### src/hdl/alle_pkg.sv
// Shared constants for the array linked-list engine: opcodes, status codes,
// stream word widths and parameter defaults. No dependencies.
`default_nettype none
package alle_pkg;
    localparam int POOL_SIZE_DEF  = 32;
    localparam int DATA_WIDTH_DEF = 32;

    localparam int OP_W     = 3;
    localparam int FIELD_W  = 32;
    localparam int STATUS_W = 2;
    localparam int SLOT_W   = 5;
    localparam int S_DATA_W = 72;
    localparam int M_DATA_W = 8;

    localparam logic [OP_W-1:0] OP_INS_HEAD   = 3'd0;
    localparam logic [OP_W-1:0] OP_INS_TAIL   = 3'd1;
    localparam logic [OP_W-1:0] OP_INS_AFTER  = 3'd2;
    localparam logic [OP_W-1:0] OP_INS_BEFORE = 3'd3;
    localparam logic [OP_W-1:0] OP_DEL_HEAD   = 3'd4;
    localparam logic [OP_W-1:0] OP_DEL_TAIL   = 3'd5;
    localparam logic [OP_W-1:0] OP_DEL_AFTER  = 3'd6;
    localparam logic [OP_W-1:0] OP_DEL_BEFORE = 3'd7;

    localparam logic [STATUS_W-1:0] ST_OK       = 2'd0;
    localparam logic [STATUS_W-1:0] ST_EMPTY    = 2'd1;
    localparam logic [STATUS_W-1:0] ST_FULL     = 2'd2;
    localparam logic [STATUS_W-1:0] ST_NOTFOUND = 2'd3;
endpackage
`default_nettype wire

### src/hdl/array_linked_list_engine_top.sv
// Top level of the array linked-list engine: sequencer, list walker and
// output register. Depends on alle_pkg and alle_ram.
//
// Usage:
//   Input words arrive on s_tvalid/s_tready/s_tdata; each carries an opcode,
//   a search key and a value to store. Every input word yields exactly one
//   result word on m_tvalid/m_tready/m_tdata with a status and the pool slot
//   that was filled or freed (zero unless the status is ok).
//   The block works on one word at a time. Each word passes through the
//   free-list read, a walk over the list (skipped for insert at head or an
//   empty list), the write states WR1 and WR2 and the output load. Ready
//   returns in the cycle after the result is loaded. The walk reads one
//   node per cycle from the link and value memories, whose single
//   registered read port sets that rate.
//   The result sits in an output register; a new input word is taken while
//   it waits, and the sequencer holds in its final state only if the
//   receiver has not taken the previous result by then.
//   Reset (aresetn low, synchronous) empties the list and puts every node on
//   the free list in order; it needs no clearing pass, because a fill count
//   marks the nodes whose links have never been written.
`default_nettype none
module array_linked_list_engine_top
    import alle_pkg::*;
#(
    parameter int POOL_SIZE  = POOL_SIZE_DEF,
    parameter int DATA_WIDTH = DATA_WIDTH_DEF
) (
    input  wire logic                aclk,
    input  wire logic                aresetn,
    input  wire logic                s_tvalid,
    output logic                     s_tready,
    // opcode [2:0], key [34:3], value [66:35], zero fill above
    input  wire logic [S_DATA_W-1:0] s_tdata,
    output logic                     m_tvalid,
    input  wire logic                m_tready,
    // status [1:0], slot [6:2], zero fill above
    output logic      [M_DATA_W-1:0] m_tdata
);
    localparam int IW = $clog2(POOL_SIZE);
    localparam int LW = IW + 1;
    localparam logic [LW-1:0] NULL_IDX = {LW{1'b1}};
    localparam logic [LW-1:0] POOL_L   = LW'(POOL_SIZE);

    localparam logic [2:0] S_IDLE = 3'd0;
    localparam logic [2:0] S_FREE = 3'd1;
    localparam logic [2:0] S_WALK = 3'd2;
    localparam logic [2:0] S_WR1  = 3'd3;
    localparam logic [2:0] S_WR2  = 3'd4;
    localparam logic [2:0] S_OUT  = 3'd5;

    logic [2:0] state_reg, state_next;
    logic [OP_W-1:0] op_reg, op_next;
    logic [DATA_WIDTH-1:0] key_reg, key_next, val_reg, val_next;
    logic [LW-1:0] head_reg, head_next, free_reg, free_next, fnext_reg, fnext_next;
    logic [LW-1:0] hw_reg, hw_next;
    logic [LW-1:0] c_reg, c_next, p_reg, p_next, pp_reg, pp_next;
    logic found_reg, found_next;
    logic [LW-1:0] rd_idx_reg, rd_addr;
    logic le1_reg, le1_next, le2_reg, le2_next, ve_reg, ve_next;
    logic [LW-1:0] la1_reg, la1_next, ld1_reg, ld1_next;
    logic [LW-1:0] la2_reg, la2_next, ld2_reg, ld2_next, va_reg, va_next;
    logic [STATUS_W-1:0] status_reg, status_next;
    logic [SLOT_W-1:0] slot_reg, slot_next;
    logic m_valid_reg, m_valid_next;
    logic [STATUS_W-1:0] m_status_reg, m_status_next;
    logic [SLOT_W-1:0] m_slot_reg, m_slot_next;

    logic [DATA_WIDTH-1:0] rv;
    logic [LW-1:0] rl, lnk, fn_use;
    logic lnk_null, fnull, empty, match, accept;
    logic fin, take_go, ins_head_go, advance;
    logic [STATUS_W-1:0] st;
    logic [LW-1:0] slot_idx;

    logic link_we, val_we;
    logic [IW-1:0] link_wa;
    logic [LW-1:0] link_wd;

    alle_ram #(.DEPTH(POOL_SIZE), .WIDTH(DATA_WIDTH)) u_value_ram (
        .aclk    (aclk),
        .wr_en   (val_we),
        .wr_addr (va_reg[IW-1:0]),
        .wr_data (val_reg),
        .rd_addr (rd_addr[IW-1:0]),
        .rd_data (rv)
    );

    alle_ram #(.DEPTH(POOL_SIZE), .WIDTH(LW)) u_link_ram (
        .aclk    (aclk),
        .wr_en   (link_we),
        .wr_addr (link_wa),
        .wr_data (link_wd),
        .rd_addr (rd_addr[IW-1:0]),
        .rd_data (rl)
    );

    // Nodes at or above the fill count still carry their reset chain link.
    always_comb begin
        if (rd_idx_reg >= hw_reg) begin
            lnk = (rd_idx_reg + LW'(1) >= POOL_L) ? NULL_IDX : rd_idx_reg + LW'(1);
        end else begin
            lnk = (rl >= POOL_L) ? NULL_IDX : rl;
        end
    end

    assign lnk_null = (lnk >= POOL_L);
    assign fnull    = (free_reg >= POOL_L);
    assign empty    = (head_reg >= POOL_L);
    assign match    = (rv == key_reg);
    assign fn_use   = (state_reg == S_FREE) ? lnk : fnext_reg;
    assign accept   = s_tvalid && s_tready;
    assign s_tready = (state_reg == S_IDLE);

    always_comb begin
        case (state_reg)
            S_FREE:  rd_addr = head_reg;
            S_WALK:  rd_addr = lnk;
            default: rd_addr = free_reg;
        endcase
    end

    assign link_we = ((state_reg == S_WR1) && le1_reg) || ((state_reg == S_WR2) && le2_reg);
    assign link_wa = (state_reg == S_WR2) ? la2_reg[IW-1:0] : la1_reg[IW-1:0];
    assign link_wd = (state_reg == S_WR2) ? ld2_reg : ld1_reg;
    assign val_we  = (state_reg == S_WR1) && ve_reg;

    always_comb begin
        state_next = state_reg;
        op_next = op_reg; key_next = key_reg; val_next = val_reg;
        head_next = head_reg; free_next = free_reg; fnext_next = fnext_reg;
        hw_next = hw_reg;
        c_next = c_reg; p_next = p_reg; pp_next = pp_reg; found_next = found_reg;
        le1_next = le1_reg; le2_next = le2_reg; ve_next = ve_reg;
        la1_next = la1_reg; ld1_next = ld1_reg; la2_next = la2_reg; ld2_next = ld2_reg;
        va_next = va_reg;
        status_next = status_reg; slot_next = slot_reg;
        m_valid_next = m_valid_reg; m_status_next = m_status_reg; m_slot_next = m_slot_reg;
        fin = 1'b0; take_go = 1'b0; ins_head_go = 1'b0; advance = 1'b0;
        st = ST_OK; slot_idx = '0;

        if (m_valid_reg && m_tready) begin
            m_valid_next = 1'b0;
        end

        case (state_reg)
            S_IDLE: begin
                if (accept) begin
                    op_next  = s_tdata[OP_W-1:0];
                    key_next = DATA_WIDTH'(s_tdata[OP_W +: FIELD_W]);
                    val_next = DATA_WIDTH'(s_tdata[OP_W+FIELD_W +: FIELD_W]);
                    le1_next = 1'b0; le2_next = 1'b0; ve_next = 1'b0;
                    state_next = S_FREE;
                end
            end
            S_FREE: begin
                fnext_next = lnk;
                c_next = head_reg; p_next = NULL_IDX; pp_next = NULL_IDX;
                found_next = 1'b0;
                case (op_reg)
                    OP_INS_HEAD: ins_head_go = 1'b1;
                    OP_INS_TAIL: begin
                        if (empty) begin
                            ins_head_go = 1'b1;
                        end else if (fnull) begin
                            fin = 1'b1; st = ST_FULL;
                        end else begin
                            state_next = S_WALK;
                        end
                    end
                    default: begin
                        if (empty) begin
                            fin = 1'b1; st = ST_EMPTY;
                        end else begin
                            state_next = S_WALK;
                        end
                    end
                endcase
            end
            S_WALK: begin
                case (op_reg)
                    OP_INS_TAIL: begin
                        if (lnk_null) begin
                            take_go = 1'b1; fin = 1'b1; ve_next = 1'b1; va_next = free_reg;
                            le1_next = 1'b1; la1_next = c_reg; ld1_next = free_reg;
                            le2_next = 1'b1; la2_next = free_reg; ld2_next = NULL_IDX;
                            slot_idx = free_reg;
                        end else begin
                            advance = 1'b1;
                        end
                    end
                    OP_INS_AFTER: begin
                        if (match) begin
                            fin = 1'b1;
                            if (fnull) begin
                                st = ST_FULL;
                            end else begin
                                take_go = 1'b1; ve_next = 1'b1; va_next = free_reg;
                                le1_next = 1'b1; la1_next = free_reg; ld1_next = lnk;
                                le2_next = 1'b1; la2_next = c_reg; ld2_next = free_reg;
                                slot_idx = free_reg;
                            end
                        end else if (lnk_null) begin
                            fin = 1'b1; st = ST_NOTFOUND;
                        end else begin
                            advance = 1'b1;
                        end
                    end
                    OP_INS_BEFORE: begin
                        if (match && (p_reg == NULL_IDX)) begin
                            ins_head_go = 1'b1;
                        end else if (match) begin
                            fin = 1'b1;
                            if (fnull) begin
                                st = ST_FULL;
                            end else begin
                                take_go = 1'b1; ve_next = 1'b1; va_next = free_reg;
                                le1_next = 1'b1; la1_next = free_reg; ld1_next = c_reg;
                                le2_next = 1'b1; la2_next = p_reg; ld2_next = free_reg;
                                slot_idx = free_reg;
                            end
                        end else if (lnk_null) begin
                            fin = 1'b1; st = ST_NOTFOUND;
                        end else begin
                            advance = 1'b1;
                        end
                    end
                    OP_DEL_HEAD: begin
                        fin = 1'b1; head_next = lnk;
                        le1_next = 1'b1; la1_next = c_reg; ld1_next = free_reg;
                        free_next = c_reg; slot_idx = c_reg;
                    end
                    OP_DEL_TAIL: begin
                        if (lnk_null) begin
                            fin = 1'b1; free_next = c_reg; slot_idx = c_reg;
                            if (p_reg == NULL_IDX) begin
                                head_next = NULL_IDX;
                                le1_next = 1'b1; la1_next = c_reg; ld1_next = free_reg;
                            end else begin
                                le1_next = 1'b1; la1_next = p_reg; ld1_next = NULL_IDX;
                                le2_next = 1'b1; la2_next = c_reg; ld2_next = free_reg;
                            end
                        end else begin
                            advance = 1'b1;
                        end
                    end
                    OP_DEL_AFTER: begin
                        // Once the key is found the walk goes one node further,
                        // so that the successor's own link is at hand.
                        if (found_reg) begin
                            fin = 1'b1; free_next = c_reg; slot_idx = c_reg;
                            le1_next = 1'b1; la1_next = p_reg; ld1_next = lnk;
                            le2_next = 1'b1; la2_next = c_reg; ld2_next = free_reg;
                        end else if (lnk_null) begin
                            fin = 1'b1; st = ST_NOTFOUND;
                        end else begin
                            found_next = match;
                            advance = 1'b1;
                        end
                    end
                    default: begin
                        // Delete before key: the head itself is never a match.
                        if (match && (p_reg != NULL_IDX)) begin
                            fin = 1'b1; free_next = p_reg; slot_idx = p_reg;
                            if (pp_reg == NULL_IDX) begin
                                head_next = c_reg;
                                le1_next = 1'b1; la1_next = p_reg; ld1_next = free_reg;
                            end else begin
                                le1_next = 1'b1; la1_next = pp_reg; ld1_next = c_reg;
                                le2_next = 1'b1; la2_next = p_reg; ld2_next = free_reg;
                            end
                        end else if (lnk_null) begin
                            fin = 1'b1; st = ST_NOTFOUND;
                        end else begin
                            advance = 1'b1;
                        end
                    end
                endcase
            end
            S_WR1: state_next = S_WR2;
            S_WR2: state_next = S_OUT;
            S_OUT: begin
                if (!m_valid_reg || m_tready) begin
                    m_valid_next  = 1'b1;
                    m_status_next = status_reg;
                    m_slot_next   = slot_reg;
                    state_next    = S_IDLE;
                end
            end
            default: state_next = S_IDLE;
        endcase

        if (ins_head_go) begin
            fin = 1'b1;
            if (fnull) begin
                st = ST_FULL;
            end else begin
                take_go = 1'b1; ve_next = 1'b1; va_next = free_reg;
                le1_next = 1'b1; la1_next = free_reg; ld1_next = head_reg;
                head_next = free_reg; slot_idx = free_reg;
            end
        end

        if (take_go) begin
            free_next = fn_use;
            if (free_reg == hw_reg) begin
                hw_next = hw_reg + LW'(1);
            end
        end

        if (advance) begin
            pp_next = p_reg; p_next = c_reg; c_next = lnk;
        end

        if (fin) begin
            status_next = st;
            slot_next   = (st == ST_OK) ? SLOT_W'(slot_idx) : '0;
            state_next  = S_WR1;
        end
    end

    always_ff @(posedge aclk) begin
        if (!aresetn) begin
            state_reg   <= S_IDLE;
            head_reg    <= NULL_IDX;
            free_reg    <= '0;
            hw_reg      <= '0;
            m_valid_reg <= 1'b0;
            le1_reg     <= 1'b0;
            le2_reg     <= 1'b0;
            ve_reg      <= 1'b0;
        end else begin
            state_reg   <= state_next;
            head_reg    <= head_next;
            free_reg    <= free_next;
            hw_reg      <= hw_next;
            m_valid_reg <= m_valid_next;
            le1_reg     <= le1_next;
            le2_reg     <= le2_next;
            ve_reg      <= ve_next;
        end
        op_reg <= op_next; key_reg <= key_next; val_reg <= val_next;
        fnext_reg <= fnext_next;
        c_reg <= c_next; p_reg <= p_next; pp_reg <= pp_next; found_reg <= found_next;
        rd_idx_reg <= rd_addr;
        la1_reg <= la1_next; ld1_reg <= ld1_next;
        la2_reg <= la2_next; ld2_reg <= ld2_next; va_reg <= va_next;
        status_reg <= status_next; slot_reg <= slot_next;
        m_status_reg <= m_status_next; m_slot_reg <= m_slot_next;
    end

    assign m_tvalid = m_valid_reg;
    assign m_tdata  = {1'b0, m_slot_reg, m_status_reg};

`ifndef NO_ASSERTIONS
    a_ready_idle: assert property (@(posedge aclk) disable iff (!aresetn)
        s_tready |-> (state_reg == S_IDLE))
        else $error("ready raised outside idle");
    a_accept_free: assert property (@(posedge aclk) disable iff (!aresetn)
        accept |=> (state_reg == S_FREE))
        else $error("accepted word did not start the free-list read");
    a_fill_bound: assert property (@(posedge aclk) disable iff (!aresetn)
        hw_reg <= POOL_L)
        else $error("fill count beyond pool size");
    a_slot_zero: assert property (@(posedge aclk) disable iff (!aresetn)
        (m_valid_reg && (m_status_reg != ST_OK)) |-> (m_slot_reg == '0))
        else $error("nonzero slot on a failed operation");
`endif
endmodule
`default_nettype wire

### src/hdl/alle_ram.sv
// Simple dual-port RAM: one write port, one registered read port.
// Used for the node value and node link stores. No dependencies.
`default_nettype none
module alle_ram #(
    parameter int DEPTH = 32,
    parameter int WIDTH = 32
) (
    input  wire logic                     aclk,
    input  wire logic                     wr_en,
    input  wire logic [$clog2(DEPTH)-1:0] wr_addr,
    input  wire logic [WIDTH-1:0]         wr_data,
    input  wire logic [$clog2(DEPTH)-1:0] rd_addr,
    output logic      [WIDTH-1:0]         rd_data
);
    logic [WIDTH-1:0] mem [DEPTH];

    always_ff @(posedge aclk) begin
        if (wr_en) begin
            mem[wr_addr] <= wr_data;
        end
        rd_data <= mem[rd_addr];
    end
endmodule
`default_nettype wire
### config.mk
export PLATFORM = sky130hd
export DESIGN_NAME = array_linked_list_engine_top
export DESIGN_NICKNAME = d
export VERILOG_FILES = /design/src/hdl/alle_pkg.sv /design/src/hdl/array_linked_list_engine_top.sv /design/src/hdl/alle_ram.sv
export SDC_FILE = /design/constraint.sdc
export NUM_CORES = 2
export LEC_CHECK = 0
export ABC_AREA = 0
export BUFFER_PORTS_ARGS = -buffer_cell sky130_fd_sc_hd__buf_2
export CORE_MARGIN = 5
export CORE_UTILIZATION = 48
export DETAILED_ROUTE_END_ITERATION = 8
export HOLD_SLACK_MARGIN = 0.03
export PLACE_DENSITY = 0.7
export SKIP_CTS_REPAIR_TIMING = 1
export SKIP_LAST_GASP = 1
export SLEW_MARGIN = 20
export SYNTH_ARGS = -nofsm -noshare
export SYNTH_HDL_FRONTEND = slang
export SYNTH_SLANG_ARGS = --single-unit
### constraint.sdc
create_clock -name aclk -period 4.4 [get_ports aclk]
set_input_delay 0.22 -clock aclk [delete_from_list [all_inputs] [get_ports aclk]]
set_output_delay 0.22 -clock aclk [all_outputs]
set_load 0.02 [all_outputs]
==> summary.txt <==
Cells after Synth - 4699
deepest clock path buffer count - 3
flops & latches, synth - 1418
Hold Worst Slack - 0.140 ns
DRT Pass-1 Iters - 6
largest registers - u_value_ram.mem x1024, u_link_ram.mem x192
# rows - 129
Die X - 363 um
CP Class - flop to flop
Post-DP HPWL - 94700 um
CP Max Fanout - 199
TritonCTS clock tree - done
worst reg-to-reg setup slack - 0.41 ns
worst skew pair latency - 0.78 ns
Yosys cell types - 93
Place WS - 0.510 ns
crit path launch type - flop
fillers - 9739
Vias - 41970
Largest register FFs - 1024
first-pass GRT wire length - 251000 um
core area - 124000 um2
Final Hold Vio Count - 0
setup TNS - 0 ns
Final WS setup - 0.408 ns
Pleak - 0.0219 uW
Max Clk Rate - 251 MHz
Die Y-Extent - 363 um
Die ar. - 132000 um2
Layout Nets - 4841
total of max-cap violations - 0
Mean Syn Cell Area - 12.8 um2
Layout Utilization - 55.0%
sequential share of the synthesized area - 69.5%
Area Growth Syn to Fin - 13.8%
EDFF count, synth - 1327
drt drc - 0
largest net degree at the start of global routing - 200
worst hold endpoint - val_reg[20]
Setup Skew - 0.0368 ns
Pwr Density - 662 nW/um2
Clock Tree Root - clkbuf_16
Tot Pwr - 45200 uW
Worst Tran Pin Value - 1.20 ns
Max-slew headroom - 20.0%
outcome - finished clean
Post-Syn Area - 60000 um2
HP Start - s_tdata[55]
worst path required time - 5.03 ns
syn_nets - 4783
share of flip-flops with an asynchronous set or reset - 0%
Max VDD drop - 0.759 mV
IO Pins - 86
Biggest register - u_value_ram.mem
remaining global-route overflow - 0
initial antenna violation count - 4
# H-tree levels - 4
synthesis warning total - 0
RSZ-0062 raised after global routing - false
diode count - 0
Reg clk slew, reported paths - 0.06 ns
Worst Path Arrival - 4.62 ns
Setup Viol. Count Final - 0
total wire length - 172000 um
wire length per cell - 26.4 um
GRT Util Overall - 25.1%
Slew Viols, Final - 0
Critical R2R Launch - hw_reg[5]
clock buffer count from CTS - 140
Period minus WS final - 3.99 ns
GPL Wtd Cong - 0.940
initial cell density of the core - 48.4%
share of cells above drive strength 1 - 12.1%
Reg2Reg Depth - 12
Vias/cell - 6.45
ys flop type - edfxtp_1
type of the most critical hold path - primary input to flop
fin crit share - 90.7%
post-route ant nets - 0
reg2reg end - u_value_ram.rd_data[10]
number of global-route vias before repair - 39115
Critical Path Sink Type - flop
clock sink total - 1418
Hold Path Depth - 2
PortBufs - 79
DRT iter0 DRCs - 5983
how the worst max path moves through the flow:
stage	from	endpoint	depth (start not counted)
6_report	hw_reg[5]	u_value_ram.rd_data[10]	12
5_1_grt	hw_reg[0]	u_value_ram.rd_data[7]	12
4_1_cts	hw_reg[0]	slot_reg[1]	10
3_5_place_dp	hw_reg[0]	u_value_ram.rd_data[26]	12
3_3_place_gp	hw_reg[0]	u_value_ram.rd_data[26]	12
2_1_floorplan	state_reg[0]	u_value_ram.mem[24][0]	6
critical path, cell delays in order, from the launching register on:
cell	delay, ns
dfxtp_1	0.38
inv_1	0.06
ha_1	0.33
a21oi_1	0.26
o211a_1	0.21
o21ai_1	0.11
buf_4	0.22
o221a_4	0.34
nor2_8	0.26
buf_12	0.60
a32oi_1	0.26
o22ai_1	0.43
nor3_1	0.12
final cells by class:
cell class	instances	area, um2	area share, %
Clock buffer	175	3770	5.52
Tap cell	1637	2050	3.00
Clock inverter	75	877	1.29
Multi-Input combinational cell	2850	16800	24.6
Sequential cell	1418	41700	61.1
Inverter	29	120	0.176
Timing Repair Buffer	318	2980	4.37
logic make-up after synthesis:
family / after synthesis / share of synthesized area [%]
compound gates: 1295 / 14.4
xor+xnor: 46 / 0.672
fa+ha+maj: 8 / 0.167
buf+inv: 431 / 3.13
flops: 1418 / 69.5
mux: 69 / 1.16
other cells: 1 / 0.00625
simple gates: 1431 / 10.9
cell usage after synthesis, drive strengths merged (5+ instances only):
library cell     n  area (um2)
edfxtp        1327       39800
nand2          580        2180
o21ai          401        2010
nand3          372        1870
a21oi          260        1310
clkbuf         254         957
nor2           250        1010
a32oi          150        1310
buf            148         810
dfxtp           91        1820
o22ai           90         569
a22oi           81         608
a311oi          74         648
mux2i           64         641
nor3            58         384
nand4           51         325
o211ai          50         475
nor4            44         275
o22a            42         368
xnor2           40         350
a41oi           37         324
inv             26         100
or2             17         109
o221ai          16         146
nor2b           11        71.3
a211oi          10        87.6
and3            10        62.6
a21o             9        75.1
and2             9        56.3
nand2b           9        56.3
a2111oi          8        82.6
ha               8         100
or3              8        55.1
o21a             7        52.6
a221oi           6        58.8
o31ai            6        45.0
xor2             6        52.6
a221o            5        50.1
mux2             5        56.3
nand3b           5        37.5
o32ai            5        62.6
metal layers:
metal  share of wire (%)  GRT usage [%]  vias up
met5              0.0064              0        -
met3                  11           4.78      393
li1                    -              -    18318
met1                  39           35.6    20661
met4                 3.3           8.51        2
met2                  46           39.4     2596
where the power goes:
group          switching (uW)  internal (uW)  leakage [uW]
combinational           11200           5090       0.00699
clock                    5120           7000       0.00227
sequential                841          15900        0.0127
metrics by stage:
| stage | instances | instance area [um2] |
|---|---|---|
| after floorplan | 4699 | 60000 |
| after global placement | 6168 | 62600 |
| after global routing | 6502 | 68200 |
| final | 6502 | 68200 |
| after CTS | 6418 | 67300 |
| after detailed placement | 6168 | 62600 |
layout by cell type (no fill, tap or decap), types with 22 or more instances in the layout:
cell type	Yosys	final
a21oi_1	257	257
a22oi_1	81	81
a311oi_1	74	74
a32oi_1	150	150
a41oi_1	37	37
buf_12	0	38
buf_2	110	79
buf_4	17	117
clkbuf_1	251	25
clkbuf_16	0	143
clkinv_1	3	22
clkinv_2	0	22
dfxtp_1	91	91
dlygate4sd3_1	0	70
edfxtp_1	1327	1327
mux2i_1	64	64
nand2_1	578	577
nand3_1	371	371
nand4_1	50	50
nor2_1	242	213
nor2_4	4	34
nor3_1	43	40
nor4_1	44	43
o211ai_1	30	30
o21ai_0	390	387
o22a_1	42	42
o22ai_1	89	89
xnor2_1	40	40
No activity file was read; power rests on OpenSTA's default activity.
